<file path="src/rtl/assert_macros.svh">
// assertion macros for the chunk allocator
// no dependencies; included by files that check their own logic
`ifndef ASSERT_MACROS_SVH
`define ASSERT_MACROS_SVH
`ifndef SYNTHESIS
`define ASSERT_IMPL(label, clk, rst_n, a, b) \
  label: assert property (@(posedge clk) disable iff (!rst_n) (a) |-> (b)) \
    else $error("implication check failed");
`define ASSERT_NEXT(label, clk, rst_n, a, b) \
  label: assert property (@(posedge clk) disable iff (!rst_n) (a) |=> (b)) \
    else $error("next cycle check failed");
`else
`define ASSERT_IMPL(label, clk, rst_n, a, b)
`define ASSERT_NEXT(label, clk, rst_n, a, b)
`endif
`endif

</file>
<file path="src/rtl/caa_ram.sv">
// single port pair synchronous ram, registered read data
// generic; no package dependency
module caa_ram #(
  parameter int DEPTH = 16,
  parameter int WIDTH = 8
) (
  input  logic                     clk,
  input  logic                     rd_en,
  input  logic [$clog2(DEPTH)-1:0] rd_addr,
  output logic [WIDTH-1:0]         rd_data,
  input  logic                     wr_en,
  input  logic [$clog2(DEPTH)-1:0] wr_addr,
  input  logic [WIDTH-1:0]         wr_data
);
  logic [WIDTH-1:0] mem [DEPTH];

  always_ff @(posedge clk) begin
    if (wr_en) begin
      mem[wr_addr] <= wr_data;
    end
    if (rd_en) begin
      rd_data <= mem[rd_addr];
    end
  end
endmodule

</file>
<file path="config.mk">
export PLATFORM = sky130hd
export DESIGN_NAME = caa_ram
export DESIGN_NICKNAME = d
export VERILOG_FILES = /design/src/rtl/assert_macros.svh /design/src/rtl/caa_ram.sv
export SDC_FILE = /design/constraint.sdc
export NUM_CORES = 1
export LEC_CHECK = 0
export ABC_CLOCK_PERIOD_IN_PS = 1940
export CAP_MARGIN = 30
export CORE_MARGIN = 2
export CORE_UTILIZATION = 45
export CTS_BUF_LIST = sky130_fd_sc_hd__clkbuf_4 sky130_fd_sc_hd__clkbuf_8
export DETAILED_ROUTE_END_ITERATION = 16
export DONT_BUFFER_PORTS = 1
export SLEW_MARGIN = 20
export SYNTH_ARGS = -nofsm -noshare
export SYNTH_HDL_FRONTEND = slang
export SYNTH_SLANG_ARGS = --single-unit
</file>
<file path="constraint.sdc">
create_clock -name clk -period 1.94 [get_ports clk]
set_input_delay 0.388 -clock clk [delete_from_list [all_inputs] [get_ports clk]]
set_output_delay 0.388 -clock clk [all_outputs]
set_load 0.05 [all_outputs]
</file>
# Word-level counts from Yosys, hierarchy flattened
# Memory sizes are Yosys's and may differ from the RTL's. A register that Yosys moved wholly into a read port is not among the register bits.
# Index checks and enable logic that the tools add are counted.
# word_totals
mem_count,1
regBits,0
inputBits,19
ram_bits,128
# memory_table
memory,words,word_bits,read_ports,rd_clocked_by_memory_dff,write_ports,line_no,text
mem,16,8,1,1,1,caa_ram.sv:15,logic [WIDTH-1:0] mem [DEPTH];
# classes
mux,2
# ops
op,n
1-bit 2-to-1 mux,2

# Logic depth before layout (Yosys ltp)
# Gate-level depths: netlist of run 1.
# logic_depth
depth_word,2
depth_mapped,5

# Least setup slack after synthesis of run 1
# Ideal clock, no wire load.
# synth_timing
kind,input -> register
startpoint,in wr_addr[2]
endpoint,mem mem[0][0] (enable)
arrival_ns,1.498
cell_stages,2
n_path_buf,0
setup_slack_ns,0.059
path_cell_list,or3b_2 > nor3_1
# synth_lines
element,line_no,text
start: declaration,caa_ram.sv:12,"input logic [$clog2(DEPTH)-1:0] wr_addr,"
end: declaration,caa_ram.sv:15,
# No word-level cell before the write port.

# Worst setup path after layout of run 1
# layout_timing
startpoint,reg rd_data[7] (read register of mem)
endpoint,out rd_data[7]
# layout_lines
element,line_no,text
start: declaration,caa_ram.sv:10,"output logic [WIDTH-1:0] rd_data,"
# No word-level cell between the ends.

==> results.md, run 1 <==
- Num CTS Buffers: 17
- Reg2Reg Capture Point: rd_data[3]
- Syn Inst Count: between 200 and 250
- I/O pins: 27
- Area of the mapped netlist: 5230 sq um
- Rows: 39
- Gate power share: 3.1%
- Placed inst area: 5470 sq um
- Largest area contributor in the netlist: edfxtp_1
- First-pass GRT wire length: 15.0 mm
- Clk Tree Root Cell: clkbuf_8
- DRT antenna net count: 0
- Vias in the first global route: 2472
- Longest Clk Path Bufs: 2
- Slew headroom: 63.6%
- Vias per cell: 5.60
- VDD IR-drop max: 0.000478 V
- Commonest non-fill, non-tap cell in the layout: edfxtp_1
- Largest net degree at the start of global routing: 33
- Share of cells above drive strength 1: 25.5%
- WL/cell: ~24 microns
- PortBufs: 0
- FF-to-FF path depth: 3
- Vias post-DR: 2318
- Final period util: 77.2%
- Hold crit path type: in -> reg
- Min-Delay Path Depth: 0
- Layout Utilization: 51.6%
- Min-delay src: wr_data[0]
- Critical path startpoint category: register
- Combined area of the multi-input logic cells: 1060 sq um
- Hold Slack: 0.0628 ns
- Net Sw Power: roughly 1.1 mW
- Register area: approximately 4000 sq um
- Clock Latency Late Sink: 0.42 ns
- Total power: 5.83 mW
- Initial antenna violation count: 0
- Top cell type's share of synthesized area: approximately 78%
- Worst-Margin Slew: 0.547 ns
- Leak: about 1.9 nW
- Die Width: 112 microns
- WP data arrival: 1.11 ns
- Setup Skew: 0.00693 ns
- Clock sinks: between 100 and 150
- Switch share: between 10% and 20%
- Seq/Total Area, Yosys: 78.1%
- Gr usage total: 17.2%
- Initial Utilization: between 40 and 50%
- CP required: 1.55 ns
- Clk slew on worst S/H paths: 0.07 ns
- Reg-to-reg startpoint: mem[1][3]
- Slew Viols, Final: 0
- Most frequent cells in the layout: edfxtp_1, buf_4, mux4_2
- Yosys cell types: 18
- Status: finished, final reports clean
- Top cells by area in the synthesized netlist: edfxtp_1, mux4_2, mux4_1, a22oi_1, nor2_1
- Filler cells: 892
- Peak Freq: 0.667 GHz
- Average size of a mapped cell: 22.8 sq um
- Cell area power density: between 900 and 1000 nW/um^2
- Final #Nets: 277
- Worst Hold Endpoint: mem[11][0]
- CORE AREA: 11400 sq um
- N_diodes: 0
- Setup TNS: 0 ns
- PostCTS Resize Cnt: 0
- Max-Cap Viols: 0
- Gr ovfl total: 0
- Area Growth Syn to Fin: 12.2%
- Seq pwr share: 58.0%
- CTS tree: built
- #FFs+latches synth: roughly 140
- DRC Markers: 0
- Unrepaired setup endpoints after global routing: no
- P_int: 4.72 mW
- WL final: 9.76 mm
- Die height: roughly 110 microns
- Syn Nets: 248
- Clock power share: between 30 and 40%
- YS warnings: 0
- CP Class: reg -> out
- # setup viols final: 0
- Fin area: just under 6000 sq um
- CP startpoint: rd_data[7]
- DIE AREA: 12500 sq um
- Post-CTS Repair Setup Buffers: 0
- R2R setup slack: about 0.44 ns
- # hold bufs at CTS: 0
- H-tree levels: 4
- Final hold viol count: 0
- Critical Path End Type: output pin
- Crit-path max FO: 1
- Period minus WS final: 1.50 ns
- First-pass DRT Iterations: 5
- GP Congestion: roughly 0.7
- Initial DRC Count: between 150 and 200
- Detailed placement HPWL: between 6 and 7 mm
logic make-up after synthesis:
logic type             after synthesis  synth area share (%)
flip-flops                         136                  78.1
AND/OR/NAND/NOR                     35                  3.14
multiplexers                        32                  14.8
AO/OA/AOI/OAI                       16                  2.30
buffers and inverters               10                  1.65
worst max path at each step:
stage | endpoint | slack [ns] | depth (start not counted)
2_1_floorplan | mem[0][0] | 0.06 | 2
3_3_place_gp | rd_data[3] | 0.37 | 3
3_5_place_dp | rd_data[3] | 0.37 | 3
4_1_cts | rd_data[4] | 0.42 | 0
5_1_grt | rd_data[3] | 0.36 | 3
6_report | rd_data[7] | 0.44 | 0
metal layers:
metal  global-route usage [%]  part of all wire [%]  vias to the layer above
li1                         -                     -                     1038
met1                     24.1                    45                     1209
met2                     25.7                    49                       62
met3                     4.90                   4.5                        9
met4                     6.91                   1.1                        0
met5                        0                     0                        -
area by class of cell:
| cell class | instances | area share [%] |
|---|---|---|
| Sequential cell | 136 | 69.6 |
| Multi-Input combinational cell | 83 | 18.0 |
| Clock buffer | 21 | 4.50 |
| Tap cell | 143 | 3.05 |
| Timing Repair Buffer | 20 | 2.56 |
| Clock inverter | 11 | 2.22 |
power by group through the flow:
stage | clock [mW] | sequential (mW) | combinational [mW]
detailed placement | 0 | 3.45 | 0.185
floorplan | 0 | 3.44 | 0.167
global route | 2.45 | 3.38 | 0.198
CTS | 2.31 | 3.38 | 0.185
finish | 2.26 | 3.38 | 0.183
global placement | 0 | 3.44 | 0.184
Yosys cell counts, drive strengths merged:
cell type / n
nor2b: 1
nor2: 13
buf: 7
and2: 1
nand2b: 2
nand3: 1
edfxtp: 136
mux4: 32
nand2: 9
nor3: 4
or3b: 1
and2b: 1
nand3b: 2
a22oi: 16
clkdlybuf4s25: 3
registers in the layout (all words and copies together) (netlist names):
| signal | cells |
|---|---|
| rd_data | 8 |
| mem | 128 |
worst reg2reg max path, cell delays in order (launching register included):
cell,delay [ns]
edfxtp_1,0.36
mux4_1,0.51
a22oi_1,0.27
nand2_1,0.10
through the flow:
stage          cells  worst slack [ns]
2_1_floorplan    229            0.0591
3_3_place_gp     382             0.372
3_5_place_dp     382             0.366
4_1_cts          414             0.416
5_1_grt          414             0.361
6_report         414             0.441
Note: power is estimated with default switching activity, not from simulation.
==> run 2: changes to the inputs <==
--- a/config.mk
+++ b/config.mk
@@ -5,7 +5,8 @@
 export SDC_FILE = /design/constraint.sdc
 export NUM_CORES = 1
 export LEC_CHECK = 0
-export ABC_CLOCK_PERIOD_IN_PS = 1940
+export ABC_AREA = 1
+export ABC_CLOCK_PERIOD_IN_PS = 1500
 export CAP_MARGIN = 30
 export CORE_MARGIN = 2
 export CORE_UTILIZATION = 45
==> constraint.sdc (replaced) <==
create_clock -name clk -period 1.5 [get_ports clk]
set_input_delay 0.3 -clock clk [delete_from_list [all_inputs] [get_ports clk]]
set_output_delay 0.3 -clock clk [all_outputs]
set_load 0.05 [all_outputs]
==> results.md, run 2 <==
- PortBufs: 0 (unchanged)
- Initial Utilization: 46.1% (+0.17 points)
- Synth Area in Compound Gates: 0% (-2.3 points)
- Setup TNS: 0 ns (unchanged)
- WP data arrival: 1.10 ns (about the same)
- Final #Nets: 593 (+110%)
- Min-delay src: rd_addr[3]
- R2R setup slack: 0.36 ns (-0.08 ns)
- Syn Nets: 570 (+130%)
- Die Width: 118 microns (+5.6%)
- Post-CTS Repair Setup Buffers: 0 (unchanged)
- Largest family of logic cells by synthesized area: simple AND/OR/NAND/NOR gates
- Layout Utilization: 52.0% (+0.46 points)
- Filler cells: 1130 (+27%)
- Async set-reset flop share out of synthesis: 0% (unchanged)
- First-pass GRT wire length: 20.9 mm (+39%)
- Critical Path End Type: output pin
- Period minus WS final: between 1 and 1.5 ns
- Status: finished, final reports clean
- Synth cell count leaders: nand2_1, edfxtp_1, inv_1
- Simple-gate share of the synthesized area: 20.8% (+18 points)
- Final hold viol count: 0 (unchanged)
- First-pass DRT Iterations: 7 (+2)
- Largest net degree at the start of global routing: 66 (+100%)
- CP required: 1.20 ns (-0.35 ns)
- Largest area contributor in the netlist: edfxtp_1
- FF-to-FF path depth: 6 (+3)
- Vias post-DR: 3820 (+65%)
- Crit-path max FO: 1 (unchanged)
- DIE AREA: 13900 sq um (+11%)
- #FFs+latches synth: 136 (unchanged)
- Most frequent cells in the layout: nand2_1, edfxtp_1, inv_1
- Cell area power density: 1220 nW/um^2 (+23%)
- Count leader, synth: nand2_1
- Yosys cell types: 11 (-7)
- Leak: 2.79 nW (+46%)
- Met2 wire len: 5.85 mm (+22%)
- GP Congestion: 0.826 (+19%)
- Synth Area in XOR/XNOR: 0% (unchanged)
- Average size of a mapped cell: 10.6 sq um (-54%)
- Final Non-Filler Cells: 759 (+83%)
- Reg2Reg Capture Point: rd_data[7]
- Area Growth Syn to Fin: 12.8%
- Max-Cap Viols: 0 (unchanged)
- Unrepaired setup endpoints after global routing: no
- Max layer used: met5
- Detailed placement HPWL: 8.15 mm (+33%)
- Clock Latency Late Sink: 0.43 ns (about the same)
- Clk Tree Root Cell: clkbuf_8
- CP Class: reg -> out
- CORE AREA: 12700 sq um (+11%)
- Peak Freq: 0.715 GHz
- EDFF count, synth: 136 (unchanged)
- Syn Inst Count: 551 (+140%)
- Clock sinks: 136 (unchanged)
- Vias in the first global route: 3683 (+49%)
- Hold Slack: 0.0847 ns (+0.0220 ns)
- Max FFs per register: 128 (unchanged)
- Gr ovfl total: 0 (unchanged)
- Setup Skew: 0.0157 ns (+0.00877 ns)
- Min-Delay Path Depth: 2 (+2)
- Routed length on met1: 6.29 mm (+43%)
- Mux share of post-synthesis cell area: 0% (-15 points)
- Final period util: between 90 and 100%
- Share of cells above drive strength 1: 8.70% (-17 points)
- Routed met3 length: 891 microns (+100%)
- Biggest register: mem
- Final setup margin: 0.102 ns (-0.339 ns)
- # setup viols final: 0 (unchanged)
- Die height: 118 microns (+5.6%)
- Slew Viols, Final: 0 (unchanged)
- I/O pins: 27 (unchanged)
- H-tree levels: 4 (unchanged)
- Worst Hold Endpoint: rd_data[0]
- VDD IR-drop max: 0.000600 V (+25%)
- Num CTS Buffers: 17 (unchanged)
- WL/cell: 17.4 microns (-26%)
- Clk slew on worst S/H paths: 0.08 ns (about the same)
- Critical path startpoint category: register
- Commonest non-fill, non-tap cell in the layout: nand2_1
- WL final: 13.2 mm (+36%)
- YS warnings: 0 (unchanged)
- Longest Clk Path Bufs: 2 (unchanged)
- Top cells by area in the synthesized netlist: edfxtp_1, nand2_1, nand3_1, inv_1, buf_6
- Gr usage total: 20.2% (+3.0 points)
- Cells after DPL: 718 (+88%)
- Hold crit path type: in -> reg
- DP Worst Slack: 0.0894 ns (-0.276 ns)
- Seq/Total Area, Yosys: 69.8% (-8.3 points)
- Reg-to-reg startpoint: mem[0][7]
- Area of the mapped netlist: 5850 sq um (+12%)
- Vias per cell: 5.03 (-10%)
- Initial DRC Count: 459 (+150%)
- DRC Markers: 0 (unchanged)
- CTS tree: built
- Slew headroom: 43.4% (-20 points)
- Synth Flop Type: edfxtp_1
- Largest regs: mem x128, rd_data x8
- Rows: 41 (+5.1%)
- Top cell type's share of synthesized area: 69.8% (-8.3 points)
- Synth Area in Adders: 0% (unchanged)
- Worst-Margin Slew: 0.846 ns (+0.298 ns)
- Initial antenna violation count: 3 (+3)
- DRT antenna net count: 0 (unchanged)
[run 2: cell count changes after synthesis, sizes merged, moves of 2 or more]
cell,change
nand2,+164
inv,+102
nand3,+96
mux4,-32
buf,+17
a22oi,-16
nor2,+4
nor3,-4
clkdlybuf4s25,-3
nand2b,-2
[run 2: cell type report]
| class | count | area [sq um] | share of cell area [%] |
|---|---|---|---|
| flip-flops and latches | 136 | 4080 | 61.9 |
| multi-input cells | 289 | 1210 | 18.4 |
| inverters | 102 | 383 | 5.81 |
| repair buffers | 28 | 270 | 4.10 |
| clock buffers | 19 | 249 | 3.78 |
| well taps | 172 | 215 | 3.26 |
| clock inverters | 12 | 176 | 2.68 |
| diodes | 1 | 2.50 | 0.0380 |
[run 2: how the worst max path moves through the flow]
stage	start	to	slack (ns)	cells after the start
2_1_floorplan	wr_addr[2]	mem[10][0]	0.25	2
3_3_place_gp	rd_addr[1]	rd_data[7]	0.13	5
3_5_place_dp	rd_addr[1]	rd_data[7]	0.09	5
4_1_cts	rd_data[6]	rd_data[6]	0.06	0
5_1_grt	rd_data[6]	rd_data[6]	0.04	0
6_report	rd_data[0]	rd_data[0]	0.10	0
[run 2: repair_timing]
action | in CTS | in global routing
gates resized for setup | 0 | 0
hold buffers | 9 | 0
endpoints found under the hold margin | 136 | 0
[run 2: power by group]
part | internal [mW] | leakage, nW | switching [mW] | total, mW
combinational | 0.141 | 1.34 | 0.296 | 0.437
clock | 1.84 | 0.214 | 1.38 | 3.22
sequential | 4.28 | 1.24 | 0.0901 | 4.37
[run 2: kinds of logic (layout without fill, tap and decap cells)]
kind of cell | count (synthesis) | count (layout)
buf+inv | 126 | 161
flops | 136 | 136
other cells | 0 | 1
simple gates | 289 | 289
[run 2: stage by stage]
stage               power (mW)  area (sq um)
floorplan                 4.74          5850
global placement          4.80          6080
detailed placement        4.80          6080
CTS                       8.07          6590
global route              8.29          6590
finish                    8.03          6590
[run 2: layer usage]
layer	GRT usage, %	vias up
li1	-	1828
met4	7.38	4
met1	29.6	1812
met2	29.1	162
met3	4.94	14
met5	0	-
==> run 3: changes to the inputs <==
--- a/config.mk
+++ b/config.mk
@@ -8,11 +8,15 @@
 export ABC_AREA = 1
 export ABC_CLOCK_PERIOD_IN_PS = 1500
 export CAP_MARGIN = 30
+export CELL_PAD_IN_SITES_DETAIL_PLACEMENT = 1
+export CELL_PAD_IN_SITES_GLOBAL_PLACEMENT = 1
 export CORE_MARGIN = 2
 export CORE_UTILIZATION = 45
 export CTS_BUF_LIST = sky130_fd_sc_hd__clkbuf_4 sky130_fd_sc_hd__clkbuf_8
 export DETAILED_ROUTE_END_ITERATION = 16
 export DONT_BUFFER_PORTS = 1
+export GPL_TIMING_DRIVEN = 0
+export PLACE_DENSITY_LB_ADDON = 0.1
 export SLEW_MARGIN = 20
 export SYNTH_ARGS = -nofsm -noshare
 export SYNTH_HDL_FRONTEND = slang
==> results.md, run 3 (synthesis results as in run 2) <==
- Largest net degree at the start of global routing: 17 (-74%)
- Filler cells: 1416 (+25%)
- Most frequent cells in the layout: nand2_1, edfxtp_1, inv_1
- Num CTS Buffers: 17 (unchanged)
- Gr usage total: 24.7% (+4.5 points)
- Crit-path max FO: 1 (unchanged)
- Initial DRC Count: 314 (-32%)
- R2R setup slack: 0.31 ns (-0.05 ns)
- First-pass DRT Iterations: 5 (-2)
- Slew headroom: 35.8% (-7.6 points)
- Clock Latency Late Sink: 0.46 ns (+0.03 ns)
- WL final: 16.2 mm (+22%)
- Unrepaired setup endpoints after global routing: no
- Final Non-Filler Cells: 767 (+1.1%)
- Rows: 41 (unchanged)
- Critical Path End Type: output pin
- Largest regs: mem x128, rd_data x8
- Hold Slack: 0.252 ns (+0.167 ns)
- Vias in the first global route: 4076 (+11%)
- VDD IR-drop max: 0.000603 V (+0.43%)
- Share of cells above drive strength 1: 9.27% (+0.57 points)
- Final period util: 93.5% (+0.32 points)
- Clock sinks: 136 (unchanged)
- Gr ovfl total: 0 (unchanged)
- Die Width: 118 microns (unchanged)
- Longest Clk Path Bufs: 2 (unchanged)
- Leak: 2.77 nW (-0.91%)
- PortBufs: 0 (unchanged)
- Cells after DPL: 725 (+0.97%)
- DRT antenna net count: 0 (unchanged)
- # setup viols final: 0 (unchanged)
- CP Class: reg -> out
- Final hold viol count: 0 (unchanged)
- Biggest register: mem
- Slew Viols, Final: 0 (unchanged)
- Area Growth Syn to Fin: 11.7%
- Vias post-DR: 3989 (+4.4%)
- Max FFs per register: 128 (unchanged)
- H-tree levels: 4 (unchanged)
- First-pass GRT wire length: 24.6 mm (+18%)
- Commonest non-fill, non-tap cell in the layout: nand2_1
- I/O pins: 27 (unchanged)
- CP required: 1.20 ns (about the same)
- Clk slew on worst S/H paths: 0.08 ns (about the same)
- WP data arrival: 1.10 ns (about the same)
- Peak Freq: 0.713 GHz (-0.34%)
- Critical path startpoint category: register
- Worst-Margin Slew: 0.959 ns (+0.113 ns)
- Period minus WS final: 1.40 ns (+0.00484 ns)
- Die height: 118 microns (unchanged)
- Register area: 4080 sq um (unchanged)
- Status: finished, final reports clean
- CTS tree: built
- Final #Nets: 601 (+1.3%)
- Max-Cap Viols: 0 (unchanged)
- Cell area power density: 1180 nW/um^2 (-2.7%)
- Hold crit path type: in -> reg
- Setup Skew: 0.0108 ns (-0.00489 ns)
- Initial antenna violation count: 4 (+1)
- GP Congestion: 0.805 (-2.5%)
- WL/cell: 21.1 microns (+21%)
- CORE AREA: 12700 sq um (unchanged)
- Setup TNS: 0 ns (unchanged)
- DIE AREA: 13900 sq um (unchanged)
- Combined area of the multi-input logic cells: 1210 sq um (unchanged)
- DRC Markers: 0 (unchanged)
- Clk Tree Root Cell: clkbuf_8
- Initial Utilization: 46.1% (unchanged)
- Detailed placement HPWL: 10.6 mm (+31%)
- Vias per cell: 5.20 (+3.3%)
==> run 3: final timing paths <==
check	start	to	cells after the start
worst min-delay path	wr_addr[2]	mem[12][5]	2
worst min register to register	mem[10][6]	rd_data[6]	6
worst max-delay path	rd_data[4]	rd_data[4]	0
worst max register to register	mem[2][3]	rd_data[3]	6
==> run 3: what timing repair did <==
action | CTS | global route
gates resized for setup | 0 | 0
hold buffers | 9 | 0
endpoints found under the hold margin | 136 | 0
buffers inserted | 0 | 0
==> run 3: power breakdown <==
part | total, mW | switching (mW) | leakage, nW | internal [mW]
sequential | 4.37 | 0.0865 | 1.24 | 4.28
clock | 2.82 | 1.38 | 0.180 | 1.44
combinational | 0.552 | 0.400 | 1.35 | 0.152
==> run 3: layout make-up <==
cell class | count | area share, %
clock inverters | 12 | 1.70
clock buffers | 18 | 3.70
flip-flops and latches | 136 | 62.5
repair buffers | 12 | 1.72
inverters | 102 | 5.86
multi-input cells | 289 | 18.6
plain buffers | 24 | 2.55
diodes | 2 | 0.0766
well taps | 172 | 3.29
==> run 3: per-layer routing <==
layer | up-vias | part of all wire, % | track usage [%]
met2 | 125 | 45 | 36.7
met3 | 33 | 6.2 | 5.96
met4 | 4 | 2.3 | 9.56
met1 | 1985 | 47 | 35.2
met5 | - | 0.16 | 0
li1 | 1842 | - | -
==> run 3: metrics by stage <==
step	setup slack (ns)	total power, mW	instance area (sq um)	util [%]
floorplan	0.249	4.74	5850	-
global placement	-0.278	4.90	6060	47.8
detailed placement	-0.225	4.91	6080	48.0
CTS	0.0708	7.76	6520	51.5
global route	0.0643	7.98	6530	51.5
finish	0.0975	7.74	6530	51.6
